### config.mk
export PLATFORM = sky130hd
export DESIGN_NAME = dtt_queue
export DESIGN_NICKNAME = d
export VERILOG_FILES = /design/src/hw/rtl/dtt_pkg.sv /design/src/hw/rtl/dtt_queue.sv
export SDC_FILE = /design/constraint.sdc
export NUM_CORES = 1
export LEC_CHECK = 0
export ABC_AREA = 1
export BUFFER_PORTS_ARGS = -buffer_cell sky130_fd_sc_hd__buf_4
export CAP_MARGIN = 20
export CELL_PAD_IN_SITES_DETAIL_PLACEMENT = 1
export CELL_PAD_IN_SITES_GLOBAL_PLACEMENT = 2
export CORE_MARGIN = 2
export CORE_UTILIZATION = 41
export CTS_CLUSTER_SIZE = 12
export DETAILED_ROUTE_END_ITERATION = 6
export GPL_TIMING_DRIVEN = 0
export PLACE_DENSITY_LB_ADDON = 0.1
export SLEW_MARGIN = 20
export SYNTH_ARGS = -nofsm -noshare
export SYNTH_HDL_FRONTEND = slang
export SYNTH_SLANG_ARGS = --single-unit
### constraint.sdc
create_clock -name i_clk -period 8.4 [get_ports i_clk]
set_input_delay 1.26 -clock i_clk [delete_from_list [all_inputs] [get_ports i_clk]]
set_output_delay 1.26 -clock i_clk [all_outputs]
set_load 0.005 [all_outputs]
### src/hw/rtl/dtt_pkg.sv
`default_nettype none
package dtt_pkg;

    localparam int SPAN_W  = 9;
    localparam int IDX_W   = 8;
    localparam int COORD_W = 13;
    localparam int VIS_W   = 11;
    localparam int CFG_IDX_W = 3;

    localparam logic [CFG_IDX_W-1:0] CFG_ENABLE = 3'd0;
    localparam logic [CFG_IDX_W-1:0] CFG_MIN_X  = 3'd1;
    localparam logic [CFG_IDX_W-1:0] CFG_MAX_X  = 3'd2;
    localparam logic [CFG_IDX_W-1:0] CFG_MIN_Y  = 3'd3;
    localparam logic [CFG_IDX_W-1:0] CFG_MAX_Y  = 3'd4;

    typedef enum logic [1:0] {
        REQ_MARK  = 2'd0,
        REQ_MERGE = 2'd1,
        REQ_READ  = 2'd2,
        REQ_NONE  = 2'd3
    } t_req;

    typedef struct packed {
        t_req              op;
        logic [SPAN_W-1:0] x0;
        logic [SPAN_W-1:0] x1;
        logic [SPAN_W-1:0] y0;
        logic [SPAN_W-1:0] y1;
        logic [IDX_W-1:0]  col;
        logic [IDX_W-1:0]  row;
    } t_cmd;

    typedef enum logic [2:0] {
        S_IDLE,
        S_ROW,
        S_RSRC,
        S_RTGT,
        S_WR,
        S_RREAD,
        S_RPICK,
        S_DONE
    } t_state;

endpackage
`default_nettype wire

### src/hw/rtl/dtt_queue.sv
`default_nettype none
module dtt_queue
    import dtt_pkg::*;
(
    input  wire logic i_clk,
    input  wire logic i_rst_n,
    input  wire logic i_push,
    input  wire t_cmd i_cmd,
    input  wire logic i_pop,
    output logic      o_full,
    output logic      o_empty,
    output t_cmd      o_cmd
);

    t_cmd       r_q [2];
    logic       r_wp, r_rp;
    logic [1:0] r_cnt;

    always_ff @(posedge i_clk) begin
        if (!i_rst_n) begin
            r_wp  <= 1'b0;
            r_rp  <= 1'b0;
            r_cnt <= '0;
        end else begin
            if (i_push) begin
                r_wp <= ~r_wp;
            end
            if (i_pop) begin
                r_rp <= ~r_rp;
            end
            r_cnt <= r_cnt + 2'(i_push) - 2'(i_pop);
        end
    end

    always_ff @(posedge i_clk) begin
        if (i_push) begin
            r_q[r_wp] <= i_cmd;
        end
    end

    assign o_full  = (r_cnt == 2'd2);
    assign o_empty = (r_cnt == 2'd0);
    assign o_cmd   = r_q[r_rp];

endmodule
`default_nettype wire

==> flow_summary_export.csv, run 1 <==
group,metric,value,unit
clock_tree,ctsHoldBuffers,0,
synthesis,synth_ff_type,"edfxtp_1",
synthesis,yosys-top-cells-count,"108 x edfxtp_1, 50 x mux2_4, 9 x nor2_1",
route,antenna_left,0,
sta,slew_headroom,52.6,%
sta,fin_crit_sh,34.6,%
worst_setup_path,path_class,"flip-flop to output port",
worst_setup_path,cp.arrival,1.65,ns
cells_and_area,final_nets,395,
hold_path,hold_start,"r_rp$_SDFFE_PN0P_",
pwr,cellLeakagePower,0.00244,uW
synthesis,synthMostInstantiatedCell,"edfxtp_1",
cells_and_area,fill_cells,933,
placement,routabilityCongestion,0.645,
synthesis,postSynthAreaPerCell,21.8,um^2
synthesis,synth-seq-cells,113,
synthesis,synth_edf_count,108,
placement,dp.cells,452,
cells_and_area,area_growth,37.5,%
sta,finClkSkew,0.00405,ns
clock_tree,numCtsBuffers,17,
global_route,grt_start_max_net_pins,55,
sta,finalWorstSetupSlack,5.49,ns
global_route,track_usage,15.2,%
route,drt_iter0_markers,57,
clock_tree,htreeDepth,4,
worst_setup_path,r2r-start,"r_wp$_SDFFE_PN0P_",
synthesis,netlist.area_leader.share,74.1,%
worst_setup_path,start_kind,"flip-flop",
route,remaining_drc_errors,0,
cells_and_area,fin_cells,484,
job,maxCapViolCount,0,
synthesis,synth-simple-area-share,1.57,%
pwr,combPwrFrac,10.4,%
sta,final.min_clock_period,2.91,ns
worst_setup_path,reg2reg_slack,6.94,ns
clock_tree,clk_pin_slew,0.05,ns
global_route,grt_overflow,0,
worst_setup_path,required,7.14,ns
sta,setup_viol,0,
pwr,pwr-share-seq,44.2,%
clock_tree,clock_path_buffers,2,
route,viasPerCell,4.62,
clock_tree,cts_sinks,113,
route,post_drt_wl_per_cell,16.6,um
sta,rsz0062_at_grt,"no",
status,outcome,"finished clean",
sta,fin_setup_tns,0,ns
synthesis,syn_inst,201,
clock_tree,clkLatencyLatePin,0.51,ns
worst_setup_path,r2r_cells,2,
synthesis,synth-compound-area-share,0.114,%
floorplanning,start_util,42.4,%
route,vias,2237,
synthesis,yosys_warnings,0,
synthesis,yosysSeqAreaShare,76.4,%
pwr,peakVddDrop,123,uV
clock_tree,postCtsSetupRepairBufs,0,
floorplanning,fp.dieH,107,um
synthesis,yosysTopAreaCell,"edfxtp_1",
floorplanning,core_area,10300,um^2
hold_path,holdPathStages,2,
route,dr.pass1.iters,3,
placement,post-place-ws,5.96,ns
synthesis,synthArstFlopShare,0,%
global_route,grt_pass1_wl,12300,um
sta,final-hold-violation-count,0,
pwr,p_per_area,248,nW/um^2
pwr,intPower,1190,uW
synthesis,synth_xor_area_share,0,%
worst_setup_path,worst-path-max-fanout,10,
cells_and_area,num_antenna_cells,0,
pwr,clkPwrFrac,45.4,%
sta,fin_hold_ws,0.514,ns
synthesis,synth_top_family_by_area,"multiplexers",
sta,maxSlewViolCount,0,
worst_setup_path,r2r_end,"r_q[1][39]$_DFFE_PP_",
floorplanning,rows,37,
floorplanning,die_area,11500,um^2
pwr,switchingPower,302,uW
synthesis,synth.cell_area,4380,um^2
global_route,grt_antenna_before_repair,0,
clock_tree,ctsResizeCount,0,
hold_path,hp-class,"flip-flop to flip-flop",
synthesis,muxShareOfSynthArea,18.2,%
sta,fmax,344,MHz
global_route,grt_pass1_vias,2375,
sta,worstMarginPinSlew,0.712,ns
worst_setup_path,crit_path_end_kind,"output port",
placement,io_buffers,113,
pwr,p_sw_share,20.2,%
floorplanning,io_pins,114,
pwr,total_power,1490,uW
synthesis,synth_nets,261,
route,route.final.wire_length,8030,um
synthesis,netlist_top_cells_area,"edfxtp_1 74%, mux2_4 17%, buf_12 2.3%, dfxtp_1 2.3%, mux2_2 1.0%",
synthesis,synth-adder-area-share,0.572,%
placement,dp_hpwl,5250,um
synthesis,synth_cell_types,12,
floorplanning,die_w,107,um
cells_and_area,drive_above_1_share,58.9,%
clock_tree,cts_tree,"yes",
hold_path,holdPathEnd,"r_rp$_SDFFE_PN0P_",
clock_tree,root_buffer,"clkbuf_8",
## cells in the final DEF (no fill, tap or decap), types with 2 or more instances in the layout
cell type | Yosys | final
buf_12 | 5 | 6
buf_4 | 0 | 113
bufinv_16 | 0 | 3
clkbuf_1 | 0 | 2
clkbuf_16 | 0 | 16
clkinv_1 | 0 | 2
clkinv_2 | 0 | 6
dfxtp_1 | 5 | 5
edfxtp_1 | 108 | 108
ha_1 | 2 | 2
inv_1 | 7 | 6
mux2_2 | 4 | 4
mux2_4 | 50 | 50
nand2_1 | 8 | 8
nor2_1 | 9 | 8
## area by class of cell
class                   count  area (um^2)  share of cell area (%)
well taps                 136          170                    2.83
plain buffers               6          111                    1.85
inverters                   7         28.8                   0.478
multi-input cells          75          902                    15.0
clock inverters            13          144                    2.39
clock buffers              19          422                    7.01
repair buffers            115          896                    14.9
flip-flops and latches    113         3340                    55.6
## worst max-delay path by stage
stage	from	end	slack, ns	cells after the start
after detailed placement	i_push	r_q[1][33]$_DFFE_PP_	5.96	3
after global routing	flip-flop	o_cmd[25]	5.41	4
final	flip-flop	o_cmd[25]	5.49	4
after floorplan	i_push	r_q[0][0]$_DFFE_PP_	4.37	2
after global placement	i_push	r_q[0][38]$_DFFE_PP_	2.86	3
after CTS	flip-flop	o_cmd[25]	5.43	4
## flip-flops by register name, indices dropped and copies added (netlist names), named ones only
register  flops
r_cnt         2
r_wp          1
r_rp          1
r_q         108
## power groups by stage
| stage | sequential (uW) | combinational [uW] | clock [uW] |
|---|---|---|---|
| after floorplan | 671 | 78.1 | 0 |
| after global placement | 673 | 151 | 0 |
| after detailed placement | 672 | 159 | 0 |
| after CTS | 661 | 160 | 700 |
| after global routing | 664 | 169 | 723 |
| final | 661 | 156 | 678 |
## logic make-up after synthesis
| group | Yosys count |
|---|---|
| adder cells (fa/ha/maj) | 2 |
| flip-flops | 113 |
| multiplexers | 54 |
| buffers and inverters | 13 |
| AND/OR/NAND/NOR | 18 |
| AO/OA/AOI/OAI | 1 |
## per-layer routing
layer	vias to the layer above	track usage, %	share of wire, %
li1	1044	-	-
met1	1092	16.5	38
met2	86	24.0	51
met3	15	7.20	7.9
met4	0	9.28	2.6
met5	-	0	0
## critical path: stages, from the launching register on
cell and delay [ns]:
dfxtp_1 0.32, buf_6 0.19, buf_12 0.17, mux2_4 0.31
buf_4 0.14
## per-stage QoR
step / utilization (%) / area [um^2]
2_1_floorplan: - / 4380
3_3_place_gp: 52.2 / 5390
3_5_place_dp: 52.8 / 5450
4_1_cts: 58.3 / 6020
5_1_grt: 58.3 / 6020
6_report: 58.3 / 6020
(Power assumes the default switching activity.)
==> run 2: changes to the inputs <==
--- a/config.mk
+++ b/config.mk
@@ -5,13 +5,13 @@
 export SDC_FILE = /design/constraint.sdc
 export NUM_CORES = 1
 export LEC_CHECK = 0
-export ABC_AREA = 1
+export ABC_AREA = 0
 export BUFFER_PORTS_ARGS = -buffer_cell sky130_fd_sc_hd__buf_4
 export CAP_MARGIN = 20
 export CELL_PAD_IN_SITES_DETAIL_PLACEMENT = 1
 export CELL_PAD_IN_SITES_GLOBAL_PLACEMENT = 2
 export CORE_MARGIN = 2
-export CORE_UTILIZATION = 41
+export CORE_UTILIZATION = 39
 export CTS_CLUSTER_SIZE = 12
 export DETAILED_ROUTE_END_ITERATION = 6
 export GPL_TIMING_DRIVEN = 0
==> constraint.sdc (replaced) <==
create_clock -name i_clk -period 2.79 [get_ports i_clk]
set_input_delay 0.4185 -clock i_clk [delete_from_list [all_inputs] [get_ports i_clk]]
set_output_delay 0.4185 -clock i_clk [all_outputs]
set_load 0.005 [all_outputs]
==> run 2 against run 1 <==
Highest routed layer unchanged. Final cell count fell by 1.9%. Synthesized area stayed put. Core utilization fell by 3.1 points. Critical endpoint is now o_cmd[13]. Setup slack lost 4.8 ns. First-iteration DRC count is 42% higher. Clock skew is essentially flat.
==> flow_summary_export.csv, run 2 <==
group,metric,value,unit
clock_tree,ctsHoldBuffers,0,
synthesis,postSynthAreaPerCell,23.2,um^2
worst_setup_path,worst-path-max-fanout,10,
route,dr.pass1.iters,4,
worst_setup_path,crit_chain,"buf_6 > buf_12 > mux2_4 > buf_4",
sta,fmax,483,MHz
floorplanning,core_area,10900,um^2
worst_setup_path,critPathMaxStageDelay,0.32,ns
status,outcome,"finished clean",
route,antenna_left,0,
sta,maxSlewViolCount,0,
floorplanning,die_w,110,um
floorplanning,rows,38,
synthesis,synth_nets,249,
job,maxCapViolCount,0,
sta,setup_viol,0,
route,route.final.wire_length,8090,um
synthesis,synthMostInstantiatedCell,"edfxtp_1",
worst_setup_path,r2r-start,"r_wp$_SDFFE_PN0P_",
pwr,cellLeakagePower,0.00240,uW
cells_and_area,final_cell_mix,"113 x buf_4, 108 x edfxtp_1, 50 x mux2_4",
sta,slew_headroom,56.2,%
hold_path,hold_start,"i_cmd[23]",
synthesis,synth-simple-area-share,1.23,%
cells_and_area,fin_cells,475,
synthesis,netlist_top_cells_area,"edfxtp_1 74%, mux2_4 17%, buf_12 2.3%, dfxtp_1 2.3%, mux2_2 1.0%",
clock_tree,ctsResizeCount,0,
cells_and_area,reg_top3,"r_q: 108 flops, r_cnt: 2 flops",
floorplanning,start_util,40.2,%
synthesis,synthArstFlopShare,0,%
clock_tree,cts_tree,"yes",
sta,fin_hold_ws,0.0890,ns
route,post_drt_wl_per_cell,17.0,um
cells_and_area,largest_register,"r_q",
synthesis,synth-seq-cells,113,
placement,dp.cells,445,
hold_path,hp-class,"input pin to flip-flop",
sta,final.min_clock_period,2.07,ns
global_route,grt_start_max_net_pins,38,
worst_setup_path,path_class,"flip-flop to output port",
worst_setup_path,cpMaxStageDelayCell,"dfxtp_1",
placement,placed_area,5480,um^2
clock_tree,numCtsBuffers,17,
sta,finClkSkew,0.00390,ns
clock_tree,root_buffer,"clkbuf_8",
worst_setup_path,required,2.37,ns
synthesis,synth_ff_type,"edfxtp_1",
cells_and_area,final_nets,384,
floorplanning,die_area,12100,um^2
route,viasPerCell,4.59,
synthesis,synth.cell_area,4380,um^2
worst_setup_path,crit_path_end_kind,"output port",
worst_setup_path,start_kind,"flip-flop",
synthesis,yosys_warnings,0,
floorplanning,io_pins,114,
route,remaining_drc_errors,0,
global_route,grt_pass1_wl,12200,um
route,vias,2178,
sta,fin_crit_sh,74.3,%
clock_tree,htreeDepth,4,
synthesis,yosysSeqAreaShare,76.4,%
cells_and_area,area_growth,37.2,%
pwr,p_per_area,738,nW/um^2
synthesis,yosys-top-cells-count,"108 x edfxtp_1, 50 x mux2_4, 5 x buf_12, 5 x dfxtp_1",
placement,dp_hpwl,5430,um
synthesis,synth_cell_types,14,
clock_tree,clock_path_buffers,2,
synthesis,synth-compound-area-share,0.172,%
cells_and_area,mostFrequentLayoutCell,"buf_4",
synthesis,synth_top_family_by_area,"multiplexers",
sta,worstMarginPinSlew,0.656,ns
synthesis,netlist.area_leader.share,74.1,%
placement,io_buffers,113,
synthesis,yosysTopAreaCell,"edfxtp_1",
placement,routabilityCongestion,0.661,
cells_and_area,num_antenna_cells,0,
floorplanning,fp.dieH,110,um
synthesis,synth_edf_count,108,
global_route,grt_antenna_before_repair,0,
sta,rsz0062_at_grt,"no",
route,drt_iter0_markers,81,
synthesis,muxShareOfSynthArea,18.2,%
cells_and_area,fill_cells,987,
synthesis,synth-adder-area-share,0.572,%
cells_and_area,final_util,55.1,%
worst_setup_path,cp.arrival,1.65,ns
synthesis,syn_inst,189,
sta,final-hold-violation-count,0,
clock_tree,clk_pin_slew,0.05,ns
clock_tree,postCtsSetupRepairBufs,0,
cells_and_area,largest_reg_flops,108,
cells_and_area,drive_above_1_share,59.7,%
synthesis,synth_xor_area_share,0.715,%
pwr,peakVddDrop,374,uV
global_route,track_usage,14.4,%
global_route,grt_pass1_vias,2431,
clock_tree,clkLatencyLatePin,0.51,ns
global_route,grt_overflow,0,
clock_tree,cts_sinks,113,
cells_and_area,final_area,6000,um^2
run 2: cell count changes in the layout (fill, tap and decap cells not counted), moves of 3 or more:
cell / delta
clkinv_1: +4
clkinv_2: -3
nand2_1: -8
inv_1: -4
nor2_1: -7
nor2b_1: +3
and2_1: +3
run 2: area by class of cell:
type | count | area [um^2] | share of cell area (%)
flip-flops and latches | 113 | 3340 | 55.7
multi-input cells | 68 | 923 | 15.4
repair buffers | 116 | 923 | 15.4
clock buffers | 19 | 422 | 7.02
well taps | 140 | 175 | 2.92
plain buffers | 6 | 111 | 1.85
clock inverters | 11 | 97.6 | 1.63
inverters | 2 | 7.51 | 0.125
run 2: critical path: cells and delay by family, from the launching register on:
kind / cells / cell delay (ns)
buf+inv: 3 / 0.52
mux: 1 / 0.31
flops: 1 / 0.32
run 2: through the flow:
| stage | setup TNS (ns) | total power [uW] | worst slack (ns) |
|---|---|---|---|
| final | 0 | 4430 | 0.718 |
| after global routing | 0 | 4620 | 0.641 |
| after CTS | 0 | 4500 | 0.664 |
| after detailed placement | 0 | 2580 | 1.09 |
| after global placement | -46.83 | 2550 | -0.569 |
| after floorplan | 0 | 2300 | 0.502 |
run 2: cells by family after synthesis:
| logic type | count (synthesis) |
|---|---|
| DFF | 113 |
| buffers and inverters | 8 |
| xor gates and xnor gates | 2 |
| AOI/OAI and AO/OA | 1 |
| muxes | 54 |
| adders and majority gates | 2 |
| and+or+nand+nor | 9 |
run 2: metal layers:
layer | wire length (um) | track usage [%]
met3 | 662 | 6.52
met2 | 4280 | 23.7
met1 | 3050 | 15.3
met4 | 99 | 8.14
met5 | 0 | 0
run 2: worst paths after layout:
kind | end | slack (ns) | cells past startpoint
max | o_cmd[13] | 0.72 | 4
min | r_q[0][23]$_DFFE_PP_ | 0.09 | 1
max reg2reg | r_q[0][1]$_DFFE_PP_ | 1.35 | 2
min reg2reg | r_rp$_SDFFE_PN0P_ | 0.59 | 2
run 2: report_power, final:
group / switching (uW) / internal (uW) / leakage [uW]
sequential: 28.1 / 1960 / 0.00106
combinational: 198 / 344 / 0.00109
clock: 664 / 1230 / 0.000256
