===== src/hw/rtl/dtt_pkg.sv =====
`default_nettype none
package dtt_pkg;

    localparam int SPAN_W  = 9;
    localparam int IDX_W   = 8;
    localparam int COORD_W = 13;
    localparam int VIS_W   = 11;
    localparam int CFG_IDX_W = 3;

    localparam logic [CFG_IDX_W-1:0] CFG_ENABLE = 3'd0;
    localparam logic [CFG_IDX_W-1:0] CFG_MIN_X  = 3'd1;
    localparam logic [CFG_IDX_W-1:0] CFG_MAX_X  = 3'd2;
    localparam logic [CFG_IDX_W-1:0] CFG_MIN_Y  = 3'd3;
    localparam logic [CFG_IDX_W-1:0] CFG_MAX_Y  = 3'd4;

    typedef enum logic [1:0] {
        REQ_MARK  = 2'd0,
        REQ_MERGE = 2'd1,
        REQ_READ  = 2'd2,
        REQ_NONE  = 2'd3
    } t_req;

    typedef struct packed {
        t_req              op;
        logic [SPAN_W-1:0] x0;
        logic [SPAN_W-1:0] x1;
        logic [SPAN_W-1:0] y0;
        logic [SPAN_W-1:0] y1;
        logic [IDX_W-1:0]  col;
        logic [IDX_W-1:0]  row;
    } t_cmd;

    typedef enum logic [2:0] {
        S_IDLE,
        S_ROW,
        S_RSRC,
        S_RTGT,
        S_WR,
        S_RREAD,
        S_RPICK,
        S_DONE
    } t_state;

endpackage
`default_nettype wire


===== src/hw/rtl/dtt_front.sv =====
`default_nettype none
module dtt_front
    import dtt_pkg::*;
#(
    parameter int GRID_TILES = 256,
    parameter int TILE_SHIFT = 3
) (
    input  wire logic                 i_clk,
    input  wire logic                 i_rst_n,
    input  wire logic                 i_cfg_we,
    input  wire logic [CFG_IDX_W-1:0] i_cfg_idx,
    input  wire logic [VIS_W-1:0]     i_cfg_data,
    input  wire logic                 i_valid,
    input  wire logic [1:0]           i_req_type,
    input  wire logic [COORD_W-1:0]   i_rect_left,
    input  wire logic [COORD_W-1:0]   i_rect_top,
    input  wire logic [COORD_W-1:0]   i_rect_right,
    input  wire logic [COORD_W-1:0]   i_rect_bottom,
    input  wire logic [IDX_W-1:0]     i_query_col,
    input  wire logic [IDX_W-1:0]     i_query_row,
    input  wire logic                 i_full,
    output logic                      o_stall,
    output logic                      o_push,
    output t_cmd                      o_cmd
);

    localparam logic [13:0] GRID14 = 14'(GRID_TILES);
    localparam logic signed [13:0] TILE14 = 14'(1 << TILE_SHIFT);

    logic             r_enable;
    logic [VIS_W-1:0] r_min_x, r_max_x, r_min_y, r_max_y;

    always_ff @(posedge i_clk) begin
        if (!i_rst_n) begin
            r_enable <= 1'b1;
            r_min_x  <= '0;
            r_max_x  <= '1;
            r_min_y  <= '0;
            r_max_y  <= '1;
        end else if (i_cfg_we) begin
            case (i_cfg_idx)
                CFG_ENABLE: r_enable <= i_cfg_data[0];
                CFG_MIN_X:  r_min_x  <= i_cfg_data;
                CFG_MAX_X:  r_max_x  <= i_cfg_data;
                CFG_MIN_Y:  r_min_y  <= i_cfg_data;
                CFG_MAX_Y:  r_max_y  <= i_cfg_data;
                default: ;
            endcase
        end
    end

    function automatic logic [SPAN_W-1:0] clamp_grid(input logic [13:0] v);
        if (v > GRID14) begin
            return SPAN_W'(GRID_TILES);
        end
        return v[SPAN_W-1:0];
    endfunction

    function automatic logic [SPAN_W-1:0] lo_end(input logic [COORD_W-1:0] c,
                                                 input logic [VIS_W-1:0] m);
        logic signed [13:0] a;
        logic signed [13:0] b;
        logic [13:0]        v;
        a = $signed({c[COORD_W-1], c});
        b = $signed({3'b000, m});
        v = (a < b) ? b : a;
        return clamp_grid(v >> TILE_SHIFT);
    endfunction

    function automatic logic [SPAN_W-1:0] hi_end(input logic [COORD_W-1:0] c,
                                                 input logic [VIS_W-1:0] m);
        logic signed [13:0] a;
        logic signed [13:0] b;
        logic signed [13:0] t;
        a = $signed({c[COORD_W-1], c});
        b = $signed({3'b000, m});
        t = ((a > b) ? b : a) + TILE14;
        if (t <= 14'sd0) begin
            return '0;
        end
        return clamp_grid(14'(t) >> TILE_SHIFT);
    endfunction

    t_req req;

    always_comb begin
        req          = t_req'(i_req_type);
        o_stall      = i_full;
        o_push       = i_valid && !i_full;
        o_cmd.op     = req;
        o_cmd.col    = i_query_col;
        o_cmd.row    = i_query_row;
        o_cmd.x0     = '0;
        o_cmd.x1     = '0;
        o_cmd.y0     = '0;
        o_cmd.y1     = '0;
        case (req)
            REQ_MARK: begin
                if (r_enable) begin
                    o_cmd.x0 = lo_end(i_rect_left, r_min_x);
                    o_cmd.x1 = hi_end(i_rect_right, r_max_x);
                    o_cmd.y0 = lo_end(i_rect_top, r_min_y);
                    o_cmd.y1 = hi_end(i_rect_bottom, r_max_y);
                end
            end
            REQ_MERGE: begin
                o_cmd.x0 = clamp_grid(14'(r_min_x) >> TILE_SHIFT);
                o_cmd.x1 = clamp_grid(14'(r_max_x) >> TILE_SHIFT);
                o_cmd.y0 = clamp_grid(14'(r_min_y) >> TILE_SHIFT);
                o_cmd.y1 = clamp_grid(14'(r_max_y) >> TILE_SHIFT);
            end
            default: ;
        endcase
    end

endmodule
`default_nettype wire


===== config.mk =====
export PLATFORM = sky130hd
export DESIGN_NAME = dtt_front
export DESIGN_NICKNAME = d
export VERILOG_FILES = /design/src/hw/rtl/dtt_pkg.sv /design/src/hw/rtl/dtt_front.sv
export SDC_FILE = /design/constraint.sdc
export NUM_CORES = 1
export LEC_CHECK = 0
export BUFFER_PORTS_ARGS = -buffer_cell sky130_fd_sc_hd__buf_4
export CAP_MARGIN = 20
export CORE_UTILIZATION = 50
export DETAILED_ROUTE_END_ITERATION = 7
export HOLD_SLACK_MARGIN = 0.12
export PLACE_DENSITY = 0.81
export SYNTH_ARGS = -nofsm -noshare
export SYNTH_HDL_FRONTEND = slang
export SYNTH_SLANG_ARGS = --single-unit

===== constraint.sdc =====
create_clock -name i_clk -period 12.03 [get_ports i_clk]
set_input_delay 1.8045 -clock i_clk [delete_from_list [all_inputs] [get_ports i_clk]]
set_output_delay 1.8045 -clock i_clk [all_outputs]
set_load 0.01 [all_outputs]

==> impl_metrics.csv, run 1 <==
group,metric,value,unit
status,outcome,"finished clean",
worst_setup_path,cp_common_cell,"o21a_1",
worst_setup_path,cp.buffers_inverters,2,
floorplanning,chipWidth,97.18,um
grt,grt_usage,0.2702,
grt,grt_pass1_wl,21.25,mm
floorplanning,die_area,9443,um2
yosys,yosysSeqAreaShare,0.1989,
routing,via_count,4771,
routing,route.met3.wl,990,um
sta,clock.fmax,117.8,MHz
sta,final-hold-violation-count,0,
final_layout,antennaDiodeCount,0,
floorplanning,die_y,97.18,um
yosys,async_flop_share,0,
routing,drt_wl_total,12.83,mm
sta,grt_setup_unrepaired,"false",
routing,drtIter0Drc,386,
final_layout,areaGrowthSynthToFinish,19.53,%
worst_setup_path,crit_path_top_delay_cell,"ha_1",
yosys,synth_fp_nets,747,
floorplanning,rows,34,
sta,finalWorstSetupSlack,3543,ps
routing,routedWlPerCell,16.08,um
sta,finalSetupTns,0,ps
routing,drc,0,
clocking,cts_setup_buffers,0,
worst_setup_path,arrival,6680,ps
final_layout,drive_above_1_share,0.2000,
clocking,htree_levels,2,
routing,detail_route.vias_per_cell,5.979,
yosys,synth_edf_count,0,
clocking,clock_latency,290,ps
clocking,clkTransAtPathRegs,80,ps
worst_setup_path,worst_setup_path_start_kind,"primary input",
floorplanning,core-area,8763,um2
grt,antenna_found_initial,0,
clocking,tritoncts,"built",
clocking,cts_sinks,45,
routing,ant_nets,0,
power_and_ir_drop,p_per_area,78.29,nW/um2
worst_setup_path,crit_path_cell_trace,"buf_4 -> ha_1 -> nor2b_1 -> o21a_1 -> o21a_1 -> o21a_1 -> o21a_1 -> o21ai_0 -> nand2b_1 -> a31o_2 -> ha_1 -> nand2_1 -> o21ai_0 -> ha_1 -> nand4_1 -> nor3_1 -> nand4_1 -> mux2i_1 -> nand2_1 -> o22ai_2 -> a32o_1 -> buf_4",
placed_design,portBuffers,112,
worst_setup_path,crit_family,"compound AO/OA/AOI/OAI gates",
final_layout,fin_util,0.6178,
routing,drt-met1-wl,5.959,mm
sta,max-slew-margin-rel,0.5391,
yosys,ys.flop_type,"dfxtp_1",
yosys,synth_seq_cells,45,
sta,fin_crit_sh,0.7055,
grt,overflow,0,
floorplanning,ios,145,
routing,drtPass1Iterations,5,
clocking,cts_max_path_buffers,2,
worst_setup_path,cp.required,10230,ps
clocking,cts_resized,0,
grt,grt_pass1_vias,4407,
clocking,ctsHoldBuffers,0,
sta,fin_skew,0,ps
grt,grt_max_degree,46,
yosys,yosys_warnings,0,
flow_run,cap_violations,0,
power_and_ir_drop,peakVddDrop,45.65,uV
sta,setup_viol,0,
placed_design,place_worst_setup_slack,3614,ps
yosys,synth_cells,609,
worst_setup_path,crit_path_end_kind,"output port",
yosys,syn_avg_cell_area,7.437,um2
placed_design,place.gp.congestion,0.9308,
sta,min_period,8487,ps
clocking,ctsRootBufferMaster,"clkbuf_8",
worst_setup_path,worst-setup-path-type,"primary input to output port",
routing,wl_met2,5.717,mm
routing,routed.top_layer,"met4",
worst_setup_path,cp_slowest_stage_delay,380,ps
yosys,syn_area,4529,um2
sta,whs,467.7,ps
floorplanning,initial_core_util,0.5168,
sta,worst_pin_slew,691.4,ps
final_layout,fin_nets,827,
clocking,numCtsBuffers,5,
yosys,synthDistinctLibCells,58,
sta,finalMaxSlewViolations,0,
placed_design,hpwl,10.17,mm
power_and_ir_drop,leakage,2.519,nW
worst_setup_path,cp_max_fo,14,
worst_hold_path,hp-class,"flip-flop to flip-flop",
## worst paths after layout
check	start	depth (start not counted)	end	slack [ps]
setup / recovery	i_rect_bottom[1]	22	o_cmd[19]	3540
hold / removal	r_min_y[1]	2	r_min_y[1]	470
setup reg to reg	r_max_y[8]	2	r_max_y[8]	11030
hold reg to reg	r_min_y[1]	2	r_min_y[1]	470
## layer usage
layer / GRT usage / vias up
met5: 0 / -
met4: 0.07922 / 0
met3: 0.03597 / 23
met2: 0.4198 / 207
met1: 0.3880 / 2216
li1: - / 2325
## power breakdown
part	total, W	switching, W	internal, W
registers	0.000158	0.00000500	0.000153
logic	0.000145	0.0000795	0.0000659
clock network	0.000120	0.0000529	0.0000676
## cells in the mapped netlist (all sizes together) (7+ instances only)
master    n  area (um2)
a22o     21       183.9
buf      26       181.4
inv      54       202.7
nor4     11       87.59
o21ai    23       115.1
ha       49       613.1
a21o     17       127.6
nor2     26       97.59
mux2i     7       70.07
nand2   101       379.1
nand4    11       68.82
o211ai   24       180.2
a21oi    21       105.1
and3     14       87.58
dfxtp    45       900.9
nor3     12       60.06
nand3    22       110.1
a21boi   24       183.9
clkbuf   18       67.56
xnor2    16       140.1
## final cells by class
cell class              count  area [um2]
fillers                   792        3349
multi-input cells         466        3177
flip-flops and latches     45       900.9
repair buffers            117       878.3
inverters                  54       202.7
well taps                 108       135.1
clock buffers               6       82.58
clock inverters             2       37.54
## kinds of logic (layout without fill, tap and decap cells)
kind of cell,after synthesis,in the layout,synth area share
muxes,7,7,0.01547
DFF,45,45,0.1989
buffers and inverters,98,179,0.09972
and+or+nand+nor,222,222,0.2373
AOI/OAI and AO/OA,167,167,0.2727
adders and majority gates,49,49,0.1354
xor gates and xnor gates,21,21,0.04061
## cells in the final DEF (no fill, tap or decap), types with 3 or more instances in the layout
cell	instances
a21boi_0	23
a311oi_1	3
o21a_1	5
clkbuf_8	6
nor2_1	26
a31oi_1	4
dfxtp_1	45
a21o_1	17
xnor2_1	16
and3_1	14
o21ai_0	16
a22o_1	21
nand3_1	22
nor2b_1	5
o211ai_1	24
nand2_1	101
nor3_1	12
o21ai_1	7
nor4_2	3
xor2_1	5
nand2b_1	4
nand4_1	11
a21oi_1	21
and4_1	4
inv_1	54
nor4_1	8
mux2i_1	7
buf_4	117
ha_1	49
o211a_1	3
## flip-flops by register name, summed over array words and instances, names as in the netlist
name      count
r_max_x      11
r_min_y      11
r_enable      1
r_max_y      11
r_min_x      11
## metrics by stage
stage          instance area (um2)  power [W]  cells
2_1_floorplan                 4529  0.0002511    609
3_3_place_gp                  5294  0.0003024    790
3_5_place_dp                  5294  0.0003045    790
4_1_cts                       5414  0.0004230    798
5_1_grt                       5414  0.0004487    798
6_report                      5414  0.0004239    798
## tightest hold or removal path, delay by kind of cell (launching register included)
kind	cells	cell delay, ps
compound gates	1	60
flops	1	310
simple gates	1	50
Note: power is estimated with default switching activity, not from simulation.
==> run 2: changes to the inputs <==
CORE_UTILIZATION = 47   (was 50)
PLACE_DENSITY = 0.8   (was 0.81)
clock period = 7.8 ns   (was 12.03 ns; I/O delays follow)
==> run 2 against run 1 <==
  * Total power up 44%
  * Critical path depth up 3
  * Clock power up 18%
  * Setup slack worse by 2900 ps
  * Hold slack better by 5.0 ps
  * Critical path type unchanged
  * Critical endpoint unchanged
  * Largest power group unchanged
  * Highest routed layer unchanged
==> impl_metrics.csv, run 2 (synthesis results as in run 1) <==
group,metric,value,unit
final_layout,final_common_cell,"buf_4",
routing,via_count,4751,
floorplanning,die_y,100.2,um
floorplanning,core-area,9284,um2
worst_setup_path,crit_path_end_kind,"output port",
sta,min_period,7170,ps
worst_setup_path,worst-setup-path-type,"primary input to output port",
clocking,clock_latency,290,ps
floorplanning,die_area,10030,um2
sta,grt_setup_unrepaired,"false",
worst_setup_path,cp.required,6630,ps
final_layout,nFillCells,885,
routing,drt_wl_total,13.08,mm
clocking,ctsHoldBuffers,0,
sta,fin_crit_sh,0.9192,
routing,routedWlPerCell,15.97,um
floorplanning,initial_core_util,0.4879,
placed_design,place.gp.congestion,0.9442,
power_and_ir_drop,peakVddDrop,67.15,uV
final_layout,antennaDiodeCount,0,
clocking,clkTransAtPathRegs,80,ps
routing,detail_route.vias_per_cell,5.801,
clocking,cts_setup_buffers,0,
grt,grt_pass1_vias,4397,
worst_hold_path,hp-class,"flip-flop to flip-flop",
floorplanning,ios,145,
grt,grt_usage,0.2588,
grt,grt_max_degree,46,
power_and_ir_drop,leakage,2.499,nW
sta,clock.fmax,139.5,MHz
placed_design,portBuffers,112,
status,outcome,"finished clean",
routing,drc,0,
routing,ant_nets,0,
clocking,cts_sinks,45,
placed_design,hpwl,10.54,mm
floorplanning,rows,35,
clocking,cts_resized,0,
clocking,numCtsBuffers,5,
final_layout,areaGrowthSynthToFinish,19.39,%
final_layout,drive_above_1_share,0.1986,
clocking,tritoncts,"built",
worst_setup_path,worst_setup_path_start_kind,"primary input",
worst_setup_path,cp_max_fo,14,
sta,max-slew-margin-rel,0.5055,
final_layout,fin_nets,827,
sta,fin_skew,0,ps
routing,drtIter0Drc,301,
sta,worst_pin_slew,741.8,ps
floorplanning,chipWidth,100.2,um
grt,antenna_found_initial,0,
grt,grt_pass1_wl,21.06,mm
sta,setup_viol,0,
sta,whs,472.6,ps
power_and_ir_drop,p_per_area,113.0,nW/um2
worst_setup_path,arrival,6000,ps
routing,drtPass1Iterations,6,
sta,final-hold-violation-count,0,
flow_run,cap_violations,0,
final_layout,final_cell_mix,"buf_4 (117), nand2_1 (101), inv_1 (54)",
sta,finalSetupTns,0,ps
clocking,htree_levels,2,
clocking,ctsRootBufferMaster,"clkbuf_8",
sta,finalMaxSlewViolations,0,
grt,overflow,0,
clocking,cts_max_path_buffers,2,
## run 2: cell count changes in the layout (fill, tap and decap cells not counted), sizes merged
| cell | delta |
|---|---|
| bufinv | -1 |
| clkinvlp | +1 |
## run 2: cell type report
type	instances	area [um2]	share of cell area
clock buffer	6	72.57	0.01342
clock inverter	2	15.01	0.002776
inverter	54	202.7	0.03748
multi-input combinational	466	3177	0.5875
sequential	45	900.9	0.1666
tap	129	161.4	0.02985
timing repair buffer	117	878.3	0.1624
## run 2: metal layers
layer / share of wire / wire length, um / up-vias / global-route usage
li1: - / - / 2329 / -
met1: 0.44 / 5798 / 2197 / 0.3477
met2: 0.47 / 6184 / 201 / 0.4341
met3: 0.069 / 903 / 24 / 0.03552
met4: 0.015 / 195 / 0 / 0.07135
met5: 0 / 0 / - / 0
## run 2: metrics by stage
stage / power (W) / setup slack, ps / instances / util / cell area, um2
finish: 0.0006108 / 630.1 / 819 / 0.5825 / 5408
global route: 0.0006463 / 344.1 / 819 / 0.5825 / 5408
CTS: 0.0006104 / 684.8 / 819 / 0.5825 / 5408
detailed placement: 0.0004710 / 687.1 / 811 / 0.5730 / 5320
global placement: 0.0004672 / 786.6 / 811 / 0.5730 / 5320
floorplan: 0.0003873 / 1289 / 609 / - / 4529
## run 2: worst max-delay path: stages
cell and delay, ps:
buf_4 110, ha_1 300, nor2b_1 140, o21a_1 160, o21a_1 160, o21a_1 160, o21a_1 170, o21ai_0 160
nand2b_1 70, a31o_2 240, ha_1 330, nand2_1 390, nor2_1 80, a21oi_1 210, inv_1 90, ha_1 310
a311oi_1 290, a31oi_1 70, nor4_1 250, a21o_1 120, o211ai_1 120, nor4_2 300, o22ai_2 180, a32o_1 250
buf_4 140
## run 2: path summary, 6_finish.rpt
kind	startpoint	endpoint	slack [ps]	cells after the start
max	i_rect_bottom[1]	o_cmd[19]	630	25
min	r_min_y[0]	r_min_y[0]	470	2
min reg2reg	r_min_y[0]	r_min_y[0]	470	2
max reg2reg	r_max_y[8]	r_max_y[8]	6800	2
## run 2: power breakdown
| part | switching, W | leakage, nW | total, W | internal [W] |
|---|---|---|---|---|
| Sequential | 0.00000758 | 0.366 | 0.000244 | 0.000236 |
| Clock | 0.0000790 | 0.0374 | 0.000142 | 0.0000631 |
| Combinational | 0.000123 | 2.10 | 0.000225 | 0.000102 |
| Total | 0.000210 | 2.50 | 0.000611 | 0.000401 |
==> run 3: changes to the inputs <==
RECOVER_POWER = 50   (was not set)
SETUP_SLACK_MARGIN = 0.2   (was not set)
==> run 3 against run 2 <==
  * Non-clock buffer count did not move
  * Maximum frequency barely moved
  * Critical path depth fell by 2
  * Count of clock-buffer cells in the layout did not move
  * Hold slack got worse by 0.79 ps
  * Combinational power barely moved
  * Utilization fell by 0.12 points
  * Final cell count did not move
  * Sequential cell count did not move
  * Via count rose by 0.51%
  * Register-to-register slack barely moved
  * Global-route usage did not move
  * Critical endpoint unchanged
  * Largest cell class unchanged
  * Largest power group unchanged
==> impl_metrics.csv, run 3 (synthesis results as in run 1) <==
group,metric,value,unit
status,outcome,"finished clean",
clocking,cts_setup_buffers,0,
worst_hold_path,hp-class,"flip-flop to flip-flop",
final_layout,drive_above_1_share,0.1942,
power_and_ir_drop,p_per_area,113.2,nW/um2
worst_setup_path,r2r_slack,6790,ps
routing,drc,0,
placed_design,place.gp.congestion,0.9442,
sta,fin_crit_sh,0.9197,
floorplanning,chipWidth,100.2,um
clocking,htree_levels,2,
sta,finalMaxSlewViolations,0,
sta,finalSetupTns,0,ps
final_layout,fin_nets,827,
worst_setup_path,crit_end,"o_cmd[19]",
grt,overflow,0,
sta,worst_pin_slew,814.5,ps
power_and_ir_drop,peakVddDrop,67.63,uV
worst_setup_path,arrival,6000,ps
floorplanning,die_y,100.2,um
floorplanning,initial_core_util,0.4879,
routing,detail_route.vias_per_cell,5.830,
sta,finalWorstSetupSlack,626.2,ps
grt,antenna_found_initial,0,
worst_setup_path,reg2reg_to,"r_max_y[8]",
worst_setup_path,worst-setup-path-type,"primary input to output port",
floorplanning,die_area,10030,um2
clocking,tritoncts,"built",
grt,grt_usage,0.2588,
final_layout,areaGrowthSynthToFinish,19.14,%
routing,drtIter0Drc,294,
final_layout,fin_cells,819,
grt,grt_max_degree,46,
final_layout,nFillCells,887,
floorplanning,core-area,9284,um2
routing,via_count,4775,
routing,routedWlPerCell,16.03,um
sta,max-slew-margin-rel,0.4570,
flow_run,cap_violations,0,
placed_design,portBuffers,112,
clocking,clkTransAtPathRegs,80,ps
placed_design,place_worst_setup_slack,687.1,ps
routing,drtPass1Iterations,6,
worst_setup_path,worstRegToRegCells,2,
sta,fin_skew,0,ps
routing,ant_nets,0,
clocking,cts_max_path_buffers,2,
final_layout,final_cell_mix,"buf_4 (114), nand2_1 (101), inv_1 (54)",
routing,drt_wl_total,13.13,mm
final_layout,final_common_cell,"buf_4",
routing,wl_met2,6.188,mm
worst_setup_path,cp-startpoint,"i_rect_bottom[1]",
sta,min_period,7174,ps
worst_setup_path,crit_path_end_kind,"output port",
placed_design,dp_cells,811,
sta,clock.fmax,139.4,MHz
worst_setup_path,cp.required,6630,ps
placed_design,hpwl,10.54,mm
worst_setup_path,worstReg2RegStart,"r_max_y[8]",
final_layout,antennaDiodeCount,0,
final_layout,fin_util,0.5813,
sta,final-hold-violation-count,0,
routing,route.met3.wl,962,um
sta,grt_setup_unrepaired,"false",
clocking,ctsRootBufferMaster,"clkbuf_8",
floorplanning,rows,35,
clocking,ctsHoldBuffers,0,
clocking,cts_resized,0,
routing,routed.top_layer,"met4",
sta,setup_viol,0,
routing,drt-met1-wl,5.783,mm
worst_setup_path,worst_setup_path_start_kind,"primary input",
grt,grt_pass1_wl,21.06,mm
floorplanning,ios,145,
grt,grt_pass1_vias,4397,
clocking,cts_sinks,45,
clocking,numCtsBuffers,5,
worst_setup_path,cp_max_fo,14,
power_and_ir_drop,leakage,2.488,nW
clocking,clock_latency,290,ps
run 3: worst min path at each step:
stage,start,end,slack [ps],cells after the start
finish,r_min_y[0],r_min_y[0],470,2
global route,r_min_y[1],r_min_y[1],500,2
CTS,r_min_y[0],r_min_y[0],480,2
detailed placement,r_min_y[0],r_min_y[0],460,2
global placement,r_min_x[1],r_min_x[1],450,2
floorplan,r_min_y[1],r_min_y[1],440,2
run 3: through the flow:
step / cell area [um2] / hold slack, ps / total power [W]
final: 5396 / 471.8 / 0.0006108
after global routing: 5396 / 497.9 / 0.0006458
after CTS: 5408 / 475.7 / 0.0006104
after detailed placement: 5320 / 464.4 / 0.0004710
after global placement: 5320 / 451.1 / 0.0004672
after floorplan: 4529 / 443.5 / 0.0003873
run 3: final cells by class:
class	instances	area [um2]	share of cell area
clock buffers	6	72.57	0.01345
clock inverters	2	15.01	0.002782
inverters	54	202.7	0.03756
multi-input cells	466	3177	0.5887
flip-flops and latches	45	900.9	0.1669
well taps	129	161.4	0.02991
repair buffers	117	867.1	0.1607
run 3: worst max-delay path: stages:
cell and delay, ps:
buf_4 110, ha_1 300, nor2b_1 140, o21a_1 160
o21a_1 160, o21a_1 160, o21a_1 170, o21ai_0 150
nand2b_1 70, a31o_2 240, ha_1 350, nand2_1 330
o21ai_0 350, ha_1 370, nand4_1 220, a21oi_1 180
a2bb2oi_1 220, a21o_1 140, o211ai_1 130, nor4_2 300
o22ai_2 180, a32o_1 250, buf_4 140
run 3: where the power goes:
part           switching (W)  internal (W)
clock              0.0000791     0.0000632
sequential        0.00000769      0.000236
combinational       0.000124      0.000101
run 3: layer usage:
metal / up-vias / GRT usage
met5: - / 0
met4: 0 / 0.07135
met3: 26 / 0.03552
met2: 200 / 0.4341
met1: 2214 / 0.3477
li1: 2335 / -
